===== config.mk =====
export PLATFORM = sky130hd
export DESIGN_NAME = sparse_set_table_core_flat
export DESIGN_NICKNAME = d
export VERILOG_FILES = /design/src/sst_pkg.sv /design/src/sst_chan_if.sv /design/src/sst_engine.sv /design/src/sparse_set_table_core.sv /design/src/flat_wrapper.sv
export SDC_FILE = /design/constraint.sdc
export NUM_CORES = 1
export LEC_CHECK = 0
export ABC_AREA = 1
export BUFFER_PORTS_ARGS = -buffer_cell sky130_fd_sc_hd__buf_2
export CORE_AREA = 2 2 39 41
export CTS_BUF_LIST = sky130_fd_sc_hd__clkbuf_2 sky130_fd_sc_hd__clkbuf_4 sky130_fd_sc_hd__clkbuf_8
export CTS_CLUSTER_SIZE = 30
export DETAILED_ROUTE_END_ITERATION = 10
export DIE_AREA = 0 0 41 43
export GPL_TIMING_DRIVEN = 1
export PLACE_DENSITY = 0.65
export SLEW_MARGIN = 20
export SYNTH_ARGS = -nofsm -noshare
export SYNTH_HDL_FRONTEND = slang
export SYNTH_SLANG_ARGS = --single-unit

===== constraint.sdc =====
create_clock -name clk -period 2.25 [get_ports clk]
set_input_delay 0.45 -clock clk [delete_from_list [all_inputs] [get_ports clk]]
set_output_delay 0.45 -clock clk [all_outputs]
set_load 0.02 [all_outputs]

===== src/sst_pkg.sv =====
// Shared types and constants for the sparse set table.
`default_nettype none
package sst_pkg;

  // Number of table entries; the value and mask fields are sized for it.
  localparam int CAPACITY = 32;
  localparam int IDX_W    = 5;
  localparam int CNT_W    = 6;

  // Operation codes.
  localparam logic [3:0] MODE_INSERT     = 4'd0;
  localparam logic [3:0] MODE_REMOVE     = 4'd1;
  localparam logic [3:0] MODE_TEST       = 4'd2;
  localparam logic [3:0] MODE_GET_FIRST  = 4'd3;
  localparam logic [3:0] MODE_CLEAR      = 4'd4;
  localparam logic [3:0] MODE_FILL       = 4'd5;
  localparam logic [3:0] MODE_CONTAINS   = 4'd6;
  localparam logic [3:0] MODE_INTERSECTS = 4'd7;
  localparam logic [3:0] MODE_EQUALS     = 4'd8;

  // Status codes.
  localparam logic [1:0] STATUS_OK        = 2'd0;
  localparam logic [1:0] STATUS_RANGE     = 2'd1;
  localparam logic [1:0] STATUS_EMPTY_GET = 2'd2;

  typedef logic [CNT_W-1:0] limit_t;

  typedef struct packed {
    logic [3:0]       mode;
    logic [IDX_W-1:0] value;
    logic [31:0]      other_mask;
  } sst_in_t;

  typedef struct packed {
    logic [1:0]       status;
    logic             changed;
    logic             answer;
    logic [IDX_W-1:0] first_element;
    logic [CNT_W-1:0] element_count;
    logic [31:0]      member_bits;
  } sst_out_t;

endpackage
`default_nettype wire


===== src/sst_chan_if.sv =====
// Valid/ready channel interface carrying one payload item.
`default_nettype none
interface sst_chan_if #(
  parameter type T = logic
);
  logic valid;
  logic ready;
  T     data;

  modport source (output valid, output data, input ready);
  modport sink   (input valid, input data, output ready);
endinterface
`default_nettype wire


===== src/sst_engine.sv =====
// Set state (mask, count, dense list, position table) and its update on each accepted item.
`default_nettype none
module sst_engine (
  input  wire logic             clk,
  input  wire logic             rst_n,
  input  wire logic             fire,
  input  wire sst_pkg::sst_in_t item,
  input  wire sst_pkg::limit_t  limit,
  output sst_pkg::sst_out_t     result
);

  logic [31:0]                  mask_r, mask_nxt;
  logic [sst_pkg::CNT_W-1:0]    count_r, count_nxt;
  logic [sst_pkg::IDX_W-1:0]    dense_r [sst_pkg::CAPACITY];
  logic [sst_pkg::IDX_W-1:0]    pos_r   [sst_pkg::CAPACITY];

  logic [sst_pkg::CNT_W-1:0]    lim;
  logic [sst_pkg::CNT_W-1:0]    count_m1;
  logic                         in_range;
  logic                         member;
  logic [sst_pkg::IDX_W-1:0]    top_val;
  logic [sst_pkg::IDX_W-1:0]    free_pos;
  logic [31:0]                  fill_mask;
  logic                         ins_we, rm_we, fill_we;

  // Effective limit is clamped to the table size.
  always_comb begin
    if (limit > sst_pkg::CNT_W'(sst_pkg::CAPACITY)) begin
      lim = sst_pkg::CNT_W'(sst_pkg::CAPACITY);
    end else begin
      lim = limit;
    end
  end

  assign count_m1 = count_r - sst_pkg::CNT_W'(1);
  assign in_range = {1'b0, item.value} < lim;
  assign member   = mask_r[item.value];
  assign top_val  = dense_r[count_m1[sst_pkg::IDX_W-1:0]];
  assign free_pos = pos_r[item.value];

  // Mask of all values below the limit, used by fill.
  always_comb begin
    for (int i = 0; i < 32; i++) begin
      fill_mask[i] = sst_pkg::CNT_W'(i) < lim;
    end
  end

  // Per-operation next state and result fields.
  always_comb begin
    mask_nxt             = mask_r;
    count_nxt            = count_r;
    ins_we               = 1'b0;
    rm_we                = 1'b0;
    fill_we              = 1'b0;
    result.status        = sst_pkg::STATUS_OK;
    result.changed       = 1'b0;
    result.answer        = 1'b0;
    result.first_element = '0;
    case (item.mode)
      sst_pkg::MODE_INSERT: begin
        if (!in_range) begin
          result.status = sst_pkg::STATUS_RANGE;
        end else if (!member && (count_r < sst_pkg::CNT_W'(sst_pkg::CAPACITY))) begin
          ins_we                = 1'b1;
          count_nxt             = count_r + sst_pkg::CNT_W'(1);
          mask_nxt[item.value]  = 1'b1;
          result.changed        = 1'b1;
        end
      end
      sst_pkg::MODE_REMOVE: begin
        if (!in_range) begin
          result.status = sst_pkg::STATUS_RANGE;
        end else if (member && (count_r != '0)) begin
          rm_we                 = 1'b1;
          count_nxt             = count_m1;
          mask_nxt[item.value]  = 1'b0;
          result.changed        = 1'b1;
        end
      end
      sst_pkg::MODE_TEST: begin
        if (!in_range) begin
          result.status = sst_pkg::STATUS_RANGE;
        end else begin
          result.answer = member;
        end
      end
      sst_pkg::MODE_GET_FIRST: begin
        if (count_r == '0) begin
          result.status = sst_pkg::STATUS_EMPTY_GET;
        end else begin
          result.first_element = dense_r[0];
        end
      end
      sst_pkg::MODE_CLEAR: begin
        count_nxt = '0;
        mask_nxt  = '0;
      end
      sst_pkg::MODE_FILL: begin
        if (count_r < lim) begin
          fill_we   = 1'b1;
          count_nxt = lim;
          mask_nxt  = fill_mask;
        end
      end
      sst_pkg::MODE_CONTAINS: begin
        result.answer = (item.other_mask & ~mask_r) == '0;
      end
      sst_pkg::MODE_INTERSECTS: begin
        result.answer = (item.other_mask & mask_r) != '0;
      end
      sst_pkg::MODE_EQUALS: begin
        result.answer = mask_r == item.other_mask;
      end
      default: begin
      end
    endcase
    result.element_count = count_nxt;
    result.member_bits   = mask_nxt;
  end

  // Mask and count carry the reset state.
  always_ff @(posedge clk) begin
    if (!rst_n) begin
      mask_r  <= '0;
      count_r <= '0;
    end else if (fire) begin
      mask_r  <= mask_nxt;
      count_r <= count_nxt;
    end
  end

  // Table writes: fill rewrites every entry below the limit, insert appends,
  // remove moves the last list entry into the freed slot.
  always_ff @(posedge clk) begin
    if (fire) begin
      if (fill_we) begin
        for (int i = 0; i < sst_pkg::CAPACITY; i++) begin
          if (sst_pkg::CNT_W'(i) < lim) begin
            dense_r[i] <= sst_pkg::IDX_W'(i);
            pos_r[i]   <= sst_pkg::IDX_W'(i);
          end
        end
      end else if (ins_we) begin
        dense_r[count_r[sst_pkg::IDX_W-1:0]] <= item.value;
        pos_r[item.value]                    <= count_r[sst_pkg::IDX_W-1:0];
      end else if (rm_we) begin
        dense_r[free_pos] <= top_val;
        pos_r[top_val]    <= free_pos;
      end
    end
  end

endmodule
`default_nettype wire


===== src/sparse_set_table_core.sv =====
// Top level of the sparse set table: channel registers and the limit register.
`default_nettype none
// The block keeps a set of values 0..31 as a dense list, a position table
// and a membership mask, all in flip-flops, and performs one operation per
// item: insert, remove, test, get first, clear, fill or a mask comparison. It
// accepts one item per clock cycle while the result channel does not stall.
// An item passes through the input register and then the result register,
// from which its result leaves. The rate is set by the update of the flip-flop
// tables, which sits between the input register and the result register. Write
// the limit only while no item is in flight; the write channel is always ready.
module sparse_set_table_core (
  input  wire logic clk,
  input  wire logic rst_n,
  sst_chan_if.sink   in_chan,
  sst_chan_if.source out_chan,
  sst_chan_if.sink   cfg_chan
);

  logic              in_vld_r;
  sst_pkg::sst_in_t  in_item_r;
  logic              out_vld_r;
  sst_pkg::sst_out_t out_item_r;
  sst_pkg::limit_t   limit_r;
  sst_pkg::sst_out_t result;
  logic              advance;

  // Work proceeds when the result register is free or being drained.
  assign advance       = in_vld_r && (!out_vld_r || out_chan.ready);
  assign in_chan.ready = !in_vld_r || advance;
  assign cfg_chan.ready = 1'b1;

  // Input register.
  always_ff @(posedge clk) begin
    if (!rst_n) begin
      in_vld_r <= 1'b0;
    end else if (in_chan.ready) begin
      in_vld_r <= in_chan.valid;
    end
  end

  always_ff @(posedge clk) begin
    if (in_chan.ready && in_chan.valid) begin
      in_item_r <= in_chan.data;
    end
  end

  // Limit register.
  always_ff @(posedge clk) begin
    if (!rst_n) begin
      limit_r <= sst_pkg::CNT_W'(sst_pkg::CAPACITY);
    end else if (cfg_chan.valid) begin
      limit_r <= cfg_chan.data;
    end
  end

  sst_engine u_engine (
    .clk    (clk),
    .rst_n  (rst_n),
    .fire   (advance),
    .item   (in_item_r),
    .limit  (limit_r),
    .result (result)
  );

  // Result register.
  always_ff @(posedge clk) begin
    if (!rst_n) begin
      out_vld_r <= 1'b0;
    end else if (advance) begin
      out_vld_r <= 1'b1;
    end else if (out_chan.ready) begin
      out_vld_r <= 1'b0;
    end
  end

  always_ff @(posedge clk) begin
    if (advance) begin
      out_item_r <= result;
    end
  end

  assign out_chan.valid = out_vld_r;
  assign out_chan.data  = out_item_r;

endmodule
`default_nettype wire

===== src/flat_wrapper.sv =====
// flat-port wrapper written by rule: the top's interface ports become plain ports
module sparse_set_table_core_flat 
  (clk, rst_n, in_chan_valid, in_chan_data, in_chan_ready, out_chan_valid, out_chan_data, out_chan_ready, cfg_chan_valid, cfg_chan_data, cfg_chan_ready);
  sst_chan_if in_chan_i ();
  sst_chan_if out_chan_i ();
  sst_chan_if cfg_chan_i ();
  input  wire logic clk;
  input  wire logic rst_n;
  input wire logic [$bits(in_chan_i.valid)-1:0] in_chan_valid;
  input wire logic [$bits(in_chan_i.data)-1:0] in_chan_data;
  output wire logic [$bits(in_chan_i.ready)-1:0] in_chan_ready;
  output wire logic [$bits(out_chan_i.valid)-1:0] out_chan_valid;
  output wire logic [$bits(out_chan_i.data)-1:0] out_chan_data;
  input wire logic [$bits(out_chan_i.ready)-1:0] out_chan_ready;
  input wire logic [$bits(cfg_chan_i.valid)-1:0] cfg_chan_valid;
  input wire logic [$bits(cfg_chan_i.data)-1:0] cfg_chan_data;
  output wire logic [$bits(cfg_chan_i.ready)-1:0] cfg_chan_ready;
  assign in_chan_i.valid = in_chan_valid;
  assign in_chan_i.data = in_chan_data;
  assign in_chan_ready = in_chan_i.ready;
  assign out_chan_valid = out_chan_i.valid;
  assign out_chan_data = out_chan_i.data;
  assign out_chan_i.ready = out_chan_ready;
  assign cfg_chan_i.valid = cfg_chan_valid;
  assign cfg_chan_i.data = cfg_chan_data;
  assign cfg_chan_ready = cfg_chan_i.ready;
  sparse_set_table_core u_core (.clk(clk), .rst_n(rst_n), .in_chan(in_chan_i), .out_chan(out_chan_i), .cfg_chan(cfg_chan_i));
endmodule

==> results of run 1 <==
-- cells in the mapped netlist, drive strengths merged --
library cell / number
nor2: 12
ha: 1
dfxtp: 11
buf: 1
conb: 1
nand2: 16
nor3: 1
nand3: 4
nand4: 2
inv: 11
a21oi: 8
edfxtp: 1
o21ai: 5
-- how the worst max path moves through the flow --
stage,start,endpoint,slack [ps],depth (start not counted)
CTS,u_core.in_vld_r,in_chan_ready,860,2
finish,u_core.in_vld_r,in_chan_ready,880,2
global placement,out_chan_ready,in_chan_ready,960,4
global route,u_core.in_vld_r,in_chan_ready,810,2
detailed placement,out_chan_ready,in_chan_ready,950,4
floorplan,u_core.out_chan.valid,in_chan_ready,1090,1
-- critical path: stages (launching register included) --
cell and delay, ps:
dfxtp_1 380, nand3_1 110, buf_2 170
-- where the power goes --
part | leakage, nW | internal [mW] | switching (mW)
Clock | 0.0184 | 0.0808 | 0.0722
Sequential | 0.0987 | 0.225 | 0.00654
Combinational | 0.178 | 0.0176 | 0.0331
Total | 0.295 | 0.323 | 0.112
-- registers in the layout (all words and copies together) (netlist names) --
name,count
u_core.u_engine.count_r,6
u_core.limit_r,2
u_core.in_vld_r,1
u_core.out_chan.data,1
u_core.out_chan.valid,1
u_core.u_engine.mask_r,1
-- layer usage --
metal  global-route usage  part of all wire
met3               0.0314             0.044
met2                0.194              0.45
met4                0.140             0.036
met1                0.155              0.47
met5                    0                 0
-- cell type report --
type | count | share of cell area
flip-flops and latches | 12 | 0.378
clock buffers | 4 | 0.0454
inverters | 11 | 0.0624
well taps | 16 | 0.0302
multi-input cells | 50 | 0.423
repair buffers | 8 | 0.0605
-- logic make-up after synthesis --
kind of cell             after synthesis
AND/OR/NAND/NOR                       35
flip-flops                            12
other                                  1
AO/OA/AOI/OAI                         13
adder cells (fa/ha/maj)                1
buffers and inverters                 12
-- metrics by stage --
| step | power [mW] | setup slack (ps) | cell area, µm² |
|---|---|---|---|
| finish | 0.435 | 875 | 662 |
| global route | 0.457 | 813 | 662 |
| CTS | 0.443 | 855 | 662 |
| detailed placement | 0.288 | 952 | 632 |
| global placement | 0.286 | 960 | 632 |
| floorplan | 0.275 | 1090 | 579 |
==> out/metrics.cfg, run 1 <==
[run_status]
status=finished, final reports clean

[min_path]
worstHoldEndpoint=u_core.limit_r[5]
worstHoldStart=cfg_chan_valid
hold_depth=2
hp-class=primary input to flop

[sta]
setup_viol=0
whs_ps=390
period_share=0.611
fmax_ghz=0.727
drv_slew=0
fin_skew_ps=3.05
finalSetupTns_ps=0
grt_setup_unrepaired=false
min_period_ps=1370
hold_viol=0

[power_and_ir_drop]
ir_drop_uv=389
p_leak_nw=0.295
power_density_nw_per_um2=657

[yosys]
yosysWarnings=0
synthCells=74
synth_top_area_share=0.380
synthMuxAreaShare=0
syn_nets=82
synth_xor_area_frac=0
yosysSeqAreaShare=0.432
synthDistinctLibCells=19
synth_top_family_by_area=simple AND/OR/NAND/NOR gates
syn-cell-area_um2=579
synth_fa_ha_area_frac=0.0216
synth-compound-area-share=0.125
yosys.area.top_type=dfxtp_1
synthTopCellsByArea=dfxtp_1, nand2_1, nor2_1, a21oi_1, edfxtp_1
synthSimpleGateAreaFrac=0.330
ys_ff_latch=12
avgSynthCellArea_um2=7.83

[detailed_routing]
drtIter0Drc=1
drt-total-wl_um=965
wl_per_cell_um=9.55
ant_nets=0
route.vias.total=478
first_pass_iters=3
viasPerCell=4.73
drc=0

[layout]
nets=94
mostFrequentLayoutCells=dfxtp_1, nor2_1, nand2_1
multiInputGateArea_um2=280
syn_to_final_growth_pct=14.3
drive_above_1_share=0.306
final_common_cell=dfxtp_1
num-fill-cells=143
seq_area_um2=250
fin_util=0.478
finalNonFillerCells=101
insertedDiodeCount=0

[clock_network]
cts_max_path_buffers=2
holdBufCountCts=0
root_buffer=clkbuf_4
insertion_delay_ps=270
clkSlewWorstSetupHoldPaths_ps=80
cts_tree=built
cts_resized=0
cts_sinks=12
cts-buffers-inserted=3
h-tree-depth=1
post_cts_buffers=0

[setup_path]
reg2reg_to=u_core.u_engine.count_r[4]
end_kind=output port
worstPathMaxFanout=2
worst-setup-path-type=flop to output port
start_kind=flop
r2r.worst_path.cells=6
worstReg2RegStart=u_core.u_engine.count_r[0]
arrival_ps=920
r2r_slack_ps=1210
required_ps=1800

[place]
dpl.hpwl_um=755
io_buffers=8
placed_cells=97
gp_congestion=0.704

[grt]
grt-ovfl-total=0
grt_max_degree=8
grt_pass1_wl_um=1540
grt_usage=0.138
antenna_found_initial=0
grt_pass1_vias=402

[floorplanning]
initial_core_util=0.419
fp.dieW_um=41
die_area_um2=1760
ios=11
row_count=14
die_h_um=43
core_region_area_um2=1380

[run]
max_cap_violations=0

Note: power is estimated with default switching activity, not from simulation.
==> run 2, diff against run 1 <==
- ABC_AREA: 1 -> 0
- PLACE_DENSITY: 0.65 -> default
- clock period: 2.25 -> 1.4 ns (I/O delays scaled with it)
==> run 2 against run 1 <==
Clock power grew 80%. Largest power group unchanged. Critical endpoint unchanged. Sequential cell count is the same. Critical path depth grew 1.
==> out/metrics.cfg, run 2 <==
[clock_network]
root_buffer=clkbuf_4  ; unchanged
cts-buffers-inserted=3  ; unchanged
insertion_delay_ps=270  ; about the same
cts_sinks=12  ; unchanged
clkSlewWorstSetupHoldPaths_ps=80  ; about the same
post_cts_buffers=0  ; unchanged
cts_max_path_buffers=2  ; unchanged
h-tree-depth=1  ; unchanged
cts_tree=built  ; unchanged

[detailed_routing]
drc=0  ; unchanged
wl_per_cell_um=10.7  ; was 9.55 µm
first_pass_iters=3  ; unchanged
drt-total-wl_um=833  ; was 965 µm
route.vias.total=366  ; was 478
ant_nets=0  ; unchanged
drtIter0Drc=2  ; was 1
viasPerCell=4.69  ; was 4.73

[layout]
drive_above_1_share=0.306  ; about the same
reg_top3=u_core.u_engine.count_r: 6 flops, u_core.limit_r: 2 flops  ; unchanged
finalNonFillerCells=78  ; was 101
final_common_cell=dfxtp_1  ; unchanged
syn_to_final_growth_pct=16.5  ; was 14.3%
num-fill-cells=140  ; was 143
multiInputGateArea_um2=269  ; was 280 µm²
insertedDiodeCount=0  ; unchanged
seq_area_um2=250  ; unchanged
mostFrequentLayoutCells=dfxtp_1, buf_2, nand2_1, nor2b_1  ; was dfxtp_1, nor2_1, nand2_1
nets=71  ; was 94
largest_reg_flops=6  ; unchanged
regMostFlops=u_core.u_engine.count_r  ; unchanged

[setup_path]
arrival_ps=1010  ; was 920 ps
cp_top_family=flip-flops  ; unchanged
r2r.worst_path.cells=4  ; was 6
startpoint=u_core.out_chan.valid  ; was u_core.in_vld_r
r2r_slack_ps=130  ; was 1210 ps
worstPathCellList=nor2b_2 -> nand2_1 -> buf_2  ; was nand3_1 -> buf_2
end_kind=output port  ; unchanged
critPathMaxStageDelay_ps=340  ; was 380 ps
required_ps=1120  ; was 1800 ps
worstReg2RegStart=u_core.in_vld_r  ; was u_core.u_engine.count_r[0]
start_kind=flop  ; unchanged
worst-setup-path-type=flop to output port  ; unchanged
crit_buf_inv=1  ; unchanged
slowest_stage=dfxtp_1  ; unchanged
reg2reg_to=u_core.u_engine.count_r[3]  ; was u_core.u_engine.count_r[4]
worstPathMaxFanout=3  ; was 2

[floorplanning]
core_region_area_um2=1380  ; unchanged
die_area_um2=1760  ; unchanged
ios=11  ; unchanged
fp.dieW_um=41  ; unchanged
row_count=14  ; unchanged
initial_core_util=0.384  ; was 0.419
die_h_um=43  ; unchanged

[run]
max_cap_violations=0  ; unchanged

[sta]
grt_setup_unrepaired=false  ; unchanged
whs_ps=227  ; was 390 ps
period_share=0.922
setup_ws_ps=109  ; was 875 ps
min_period_ps=1290
fmax_ghz=0.775
setup_viol=0  ; unchanged
hold_viol=0  ; unchanged
finalSetupTns_ps=0  ; unchanged
drv_slew=0  ; unchanged
fin_skew_ps=3.01  ; was 3.05 ps

[yosys]
netlist_top_cells_count=dfxtp_1, nor2b_1, nand2_1  ; was dfxtp_1, nand2_1, nor2_1
syn-cell-area_um2=532  ; was 579 µm²
synthTopCellsByArea=dfxtp_1, nor2b_1, edfxtp_1, nand4_4, mux2i_1  ; was dfxtp_1, nand2_1, nor2_1, a21oi_1, edfxtp_1
synth_top_area_share=0.414  ; was 0.380
yosys.area.top_type=dfxtp_1  ; unchanged
synth.most_common_cell=dfxtp_1  ; unchanged
synthDistinctLibCells=27  ; was 19
syn_nets=60  ; was 82
avgSynthCellArea_um2=10.2  ; was 7.83 µm²
synthCells=52  ; was 74
postSynth.asyncResetShare=0  ; unchanged
yosysWarnings=0  ; unchanged
synth_ff_type=dfxtp_1  ; unchanged
ys_ff_latch=12  ; unchanged
synth_edf_count=1  ; unchanged
yosysSeqAreaShare=0.471  ; was 0.432

[min_path]
worstHoldStart=cfg_chan_valid  ; unchanged
hp-class=primary input to flop  ; unchanged
hold_depth=2  ; unchanged
worstHoldEndpoint=u_core.limit_r[5]  ; unchanged

[grt]
grt-ovfl-total=0  ; unchanged
grt_pass1_wl_um=1190  ; was 1540 µm
grt_pass1_vias=299  ; was 402
antenna_found_initial=0  ; unchanged
grt_usage=0.107  ; was 0.138
grt_max_degree=12  ; was 8

[place]
placed_cells=74  ; was 97
dpl.hpwl_um=592  ; was 755 µm
gp_congestion=0.668  ; was 0.704
io_buffers=8  ; unchanged
post-place-ws_ps=115  ; was 952 ps

[run_status]
status=finished, final reports clean  ; unchanged

[power_and_ir_drop]
power_density_nw_per_um2=1140  ; was 657 nW/µm²
ir_drop_uv=580  ; was 389 µV
p_leak_nw=0.246  ; was 0.295 nW

==> run 2: what timing repair did <==
| action | in CTS | in global routing |
|---|---|---|
| hold buffers | 0 | 0 |
| setup endpoints to repair | 0 | 1 |
| gates resized for setup | 0 | 1 |
==> run 2: stage by stage <==
stage	power, mW	cell area (µm²)	util
after floorplan	0.426	532	-
after detailed placement	0.442	581	0.420
final	0.709	619	0.448
after CTS	0.722	617	0.446
after global placement	0.440	581	0.420
after global routing	0.739	619	0.448
==> run 2: final cells by class <==
| class | instances | area share |
|---|---|---|
| repair buffers | 8 | 0.0646 |
| clock buffers | 4 | 0.0586 |
| multi-input cells | 37 | 0.434 |
| inverters | 1 | 0.00606 |
| flip-flops and latches | 12 | 0.404 |
| well taps | 16 | 0.0323 |
==> run 2: where the power goes <==
group	internal [mW]	switching, mW	total [mW]
clock	0.158	0.117	0.275
sequential	0.360	0.00966	0.370
combinational	0.0326	0.0315	0.0641
total	0.551	0.159	0.709
==> run 2: worst max path at each step <==
stage                                       endpoint  slack (ps)  cells past startpoint
after floorplan           u_core.u_engine.count_r[0]         190                      4
after global placement    u_core.u_engine.count_r[3]         160                      5
after global routing                   in_chan_ready          20                      3
final                                  in_chan_ready         110                      3
after detailed placement  u_core.u_engine.count_r[3]         120                      5
after CTS                              in_chan_ready          50                      3
==> run 2: per-layer routing <==
layer,vias up,GRT usage,share of wire
li1,195,-,-
met3,2,0.0942,0.077
met4,0,0.0400,0.0072
met5,-,0,0
met1,158,0.137,0.50
met2,11,0.125,0.42
==> run 2: cells by family after synthesis <==
group	synth area share
XOR/XNOR	0.0329
buffers and inverters	0.0282
other	0.00705
flip-flops	0.471
AO/OA/AOI/OAI	0.134
AND/OR/NAND/NOR	0.266
multiplexers	0.0376
adder cells (fa/ha/maj)	0.0235
==> run 3, diff against run 2 <==
- CORE_AREA: 2 2 39 41 -> default
- CORE_MARGIN: default -> 2
- CORE_UTILIZATION: default -> 55
- DIE_AREA: 0 0 41 43 -> default
- PLACE_DENSITY_LB_ADDON: default -> 0.08
- SYNTH_HIERARCHICAL: default -> 1
==> run 3 against run 2 <==
The flow now finishes with violations (negative setup slack). Clock skew up 5.9 ps. Sequential share of layout area down 21 points. Routed wire length rose to 15 times the previous value. Sequential power grew to 3.4 times the previous value. First-iteration DRC count grew to 260 times the previous value. Total power rose to 3.9 times the previous value. Non-clock buffer count is 40 higher. Die area increased to 4.3 times the previous value. Fmax down 34%. Via count rose to 11 times the previous value. Critical endpoint is now u_core/u_engine/count_r[2]. Largest cell class unchanged.
==> out/metrics.cfg, run 3 <==
[sta]
setup_ws_ps=-561  ; was 109 ps
worstMarginPinSlew_ps=636
whs_ps=188  ; was 227 ps
drv_slew=0  ; unchanged
grt_setup_unrepaired=true  ; was false
period_share=1.40  ; was 0.922
min_period_ps=1960  ; was 1290 ps
hold_viol=0  ; unchanged
setup_viol=25  ; was 0
fin_skew_ps=8.95  ; was 3.01 ps
max-slew-margin-rel=0.572
fmax_ghz=0.510  ; was 0.775 GHz

[layout]
largest_reg_flops=32  ; was 6
nets=584  ; was 71
insertedDiodeCount=0  ; unchanged
final_common_cell=conb_1  ; was dfxtp_1
reg_top3=u_core/u_engine/mask_r: 32 flops, u_core/u_engine/count_r: 6 flops, u_core/limit_r: 2 flops  ; was u_core.u_engine.count_r: 6 flops, u_core.limit_r: 2 flops
regMostFlops=u_core/u_engine/mask_r  ; was u_core.u_engine.count_r
syn_to_final_growth_pct=16.6  ; was 16.5%
fin_util=0.658  ; was 0.448
mostFrequentLayoutCells=conb_1, o21ai_0, a21oi_1  ; was dfxtp_1, buf_2, nand2_1, nor2b_1
drive_above_1_share=0.184  ; was 0.306

[detailed_routing]
viasPerCell=6.41  ; was 4.69
ant_nets=0  ; unchanged
drtIter0Drc=522  ; was 2
drt-total-wl_um=12400  ; was 833 µm
drc=0  ; unchanged
first_pass_iters=6  ; was 3
wl_per_cell_um=19.2  ; was 10.7 µm
route.vias.total=4144  ; was 366

[clock_network]
h-tree-depth=2  ; was 1
cts-buffers-inserted=5  ; was 3
cts_tree=built  ; unchanged
holdBufCountCts=0  ; unchanged
clkSlewWorstSetupHoldPaths_ps=90  ; was 80 ps
cts_sinks=43  ; was 12
root_buffer=clkbuf_8  ; was clkbuf_4
insertion_delay_ps=310  ; was 270 ps
cts_max_path_buffers=2  ; unchanged

[place]
gp_congestion=1.01  ; was 0.668
dpl.hpwl_um=8190  ; was 592 µm
post-place-ws_ps=-587  ; was 115 ps
io_buffers=8  ; unchanged

[power_and_ir_drop]
power_density_nw_per_um2=619  ; was 1140 nW/µm²
ir_drop_uv=393  ; was 580 µV
p_leak_nw=1.75  ; was 0.246 nW

[min_path]
hp-class=primary input to flop  ; unchanged

[grt]
antenna_found_initial=0  ; unchanged
grt_usage=0.334  ; was 0.107
grt-ovfl-total=0  ; unchanged
grt_pass1_wl_um=19500  ; was 1190 µm
grt_pass1_vias=3868  ; was 299
grt_max_degree=36  ; was 12

[yosys]
synthCells=532  ; was 52
syn-cell-area_um2=3810  ; was 532 µm²
yosysWarnings=6  ; was 0
avgSynthCellArea_um2=7.17  ; was 10.2 µm²

[setup_path]
end_kind=flop  ; was output port
critPathCapture=u_core/u_engine/count_r[2]  ; was in_chan_ready
worstReg2RegStart=u_core/u_engine/mask_r[0]  ; was u_core.in_vld_r
r2r.worst_path.cells=8  ; was 4
worstPathMaxFanout=5  ; was 3
arrival_ps=2200  ; was 1010 ps
r2r_slack_ps=-560  ; was 130 ps
start_kind=flop  ; unchanged
reg2reg_to=u_core/u_engine/count_r[2]  ; was u_core.u_engine.count_r[3]
startpoint=u_core/u_engine/mask_r[0]  ; was u_core.out_chan.valid
worst-setup-path-type=flop to flop  ; was flop to output port
required_ps=1630  ; was 1120 ps

[floorplanning]
fp.dieW_um=87.3  ; was 41 µm
die_area_um2=7610  ; was 1760 µm²
core_region_area_um2=6760  ; was 1380 µm²
die_h_um=87.3  ; was 43 µm
ios=11  ; unchanged
row_count=30  ; was 14
initial_core_util=0.564  ; was 0.384

[run_status]
violations=negative setup slack
status=finished with violations  ; was finished, final reports clean

[run]
max_cap_violations=0  ; unchanged

[run 3: per-layer routing]
layer  part of all wire  routed length (µm)  track usage  vias up
met5                  0                   0            0        -
met2               0.44                5480        0.501      284
met3               0.11                1320       0.0607       55
met4              0.041                 503        0.171        0
li1                   -                   -            -     1914
met1               0.41                5090        0.458     1891
[run 3: timing repair]
item                       CTS  global route
setup buffers                9             2
pin swaps                   15             8
setup endpoints to repair   25            27
cloned                       3             0
gates resized for setup     43             9
[run 3: metrics by stage]
stage / cell area [µm²] / instances / TNS, ps / total power, mW
after floorplan: 4080 / 582 / -4800 / 1.72
after global placement: 4130 / 629 / -6010 / 1.78
after detailed placement: 4130 / 629 / -6800 / 1.79
after CTS: 4450 / 648 / -5420 / 2.67
after global routing: 4450 / 646 / -6330 / 2.89
final: 4450 / 646 / -4820 / 2.75
[run 3: layout make-up]
class | instances | area (µm²)
multi-input combinational | 449 | 2890
fill | 596 | 2310
sequential | 43 | 875
timing repair buffer | 48 | 430
tap | 80 | 100
clock buffer | 6 | 76.3
inverter | 18 | 67.6
clock inverter | 2 | 11.3
[run 3: how the worst min path moves through the flow]
stage                          startpoint                          to  slack, ps  cells after the start
6_report                   cfg_chan_valid           u_core/limit_r[5]        190                      2
5_1_grt                    cfg_chan_valid           u_core/limit_r[5]        180                      2
4_1_cts                    cfg_chan_valid           u_core/limit_r[5]        180                      2
3_5_place_dp   u_core/u_engine/mask_r[19]  u_core/u_engine/mask_r[19]        470                      2
3_3_place_gp   u_core/u_engine/mask_r[30]  u_core/u_engine/mask_r[30]        460                      2
2_1_floorplan                       rst_n           u_core/limit_r[5]        360                      1
[run 3: where the power goes]
part | internal [mW] | total (mW) | switching (mW)
combinational | 0.241 | 0.645 | 0.404
clock | 0.371 | 0.844 | 0.473
sequential | 1.25 | 1.26 | 0.0156
[run 3: critical path: stages, from the launching register on]
cell	delay, ps
dfxtp_1	320
mux4_2	460
a22oi_2	160
nand3_2	150
nor4_4	300
buf_4	190
a22oi_1	80
a2bb2oi_1	130
a31oi_1	110
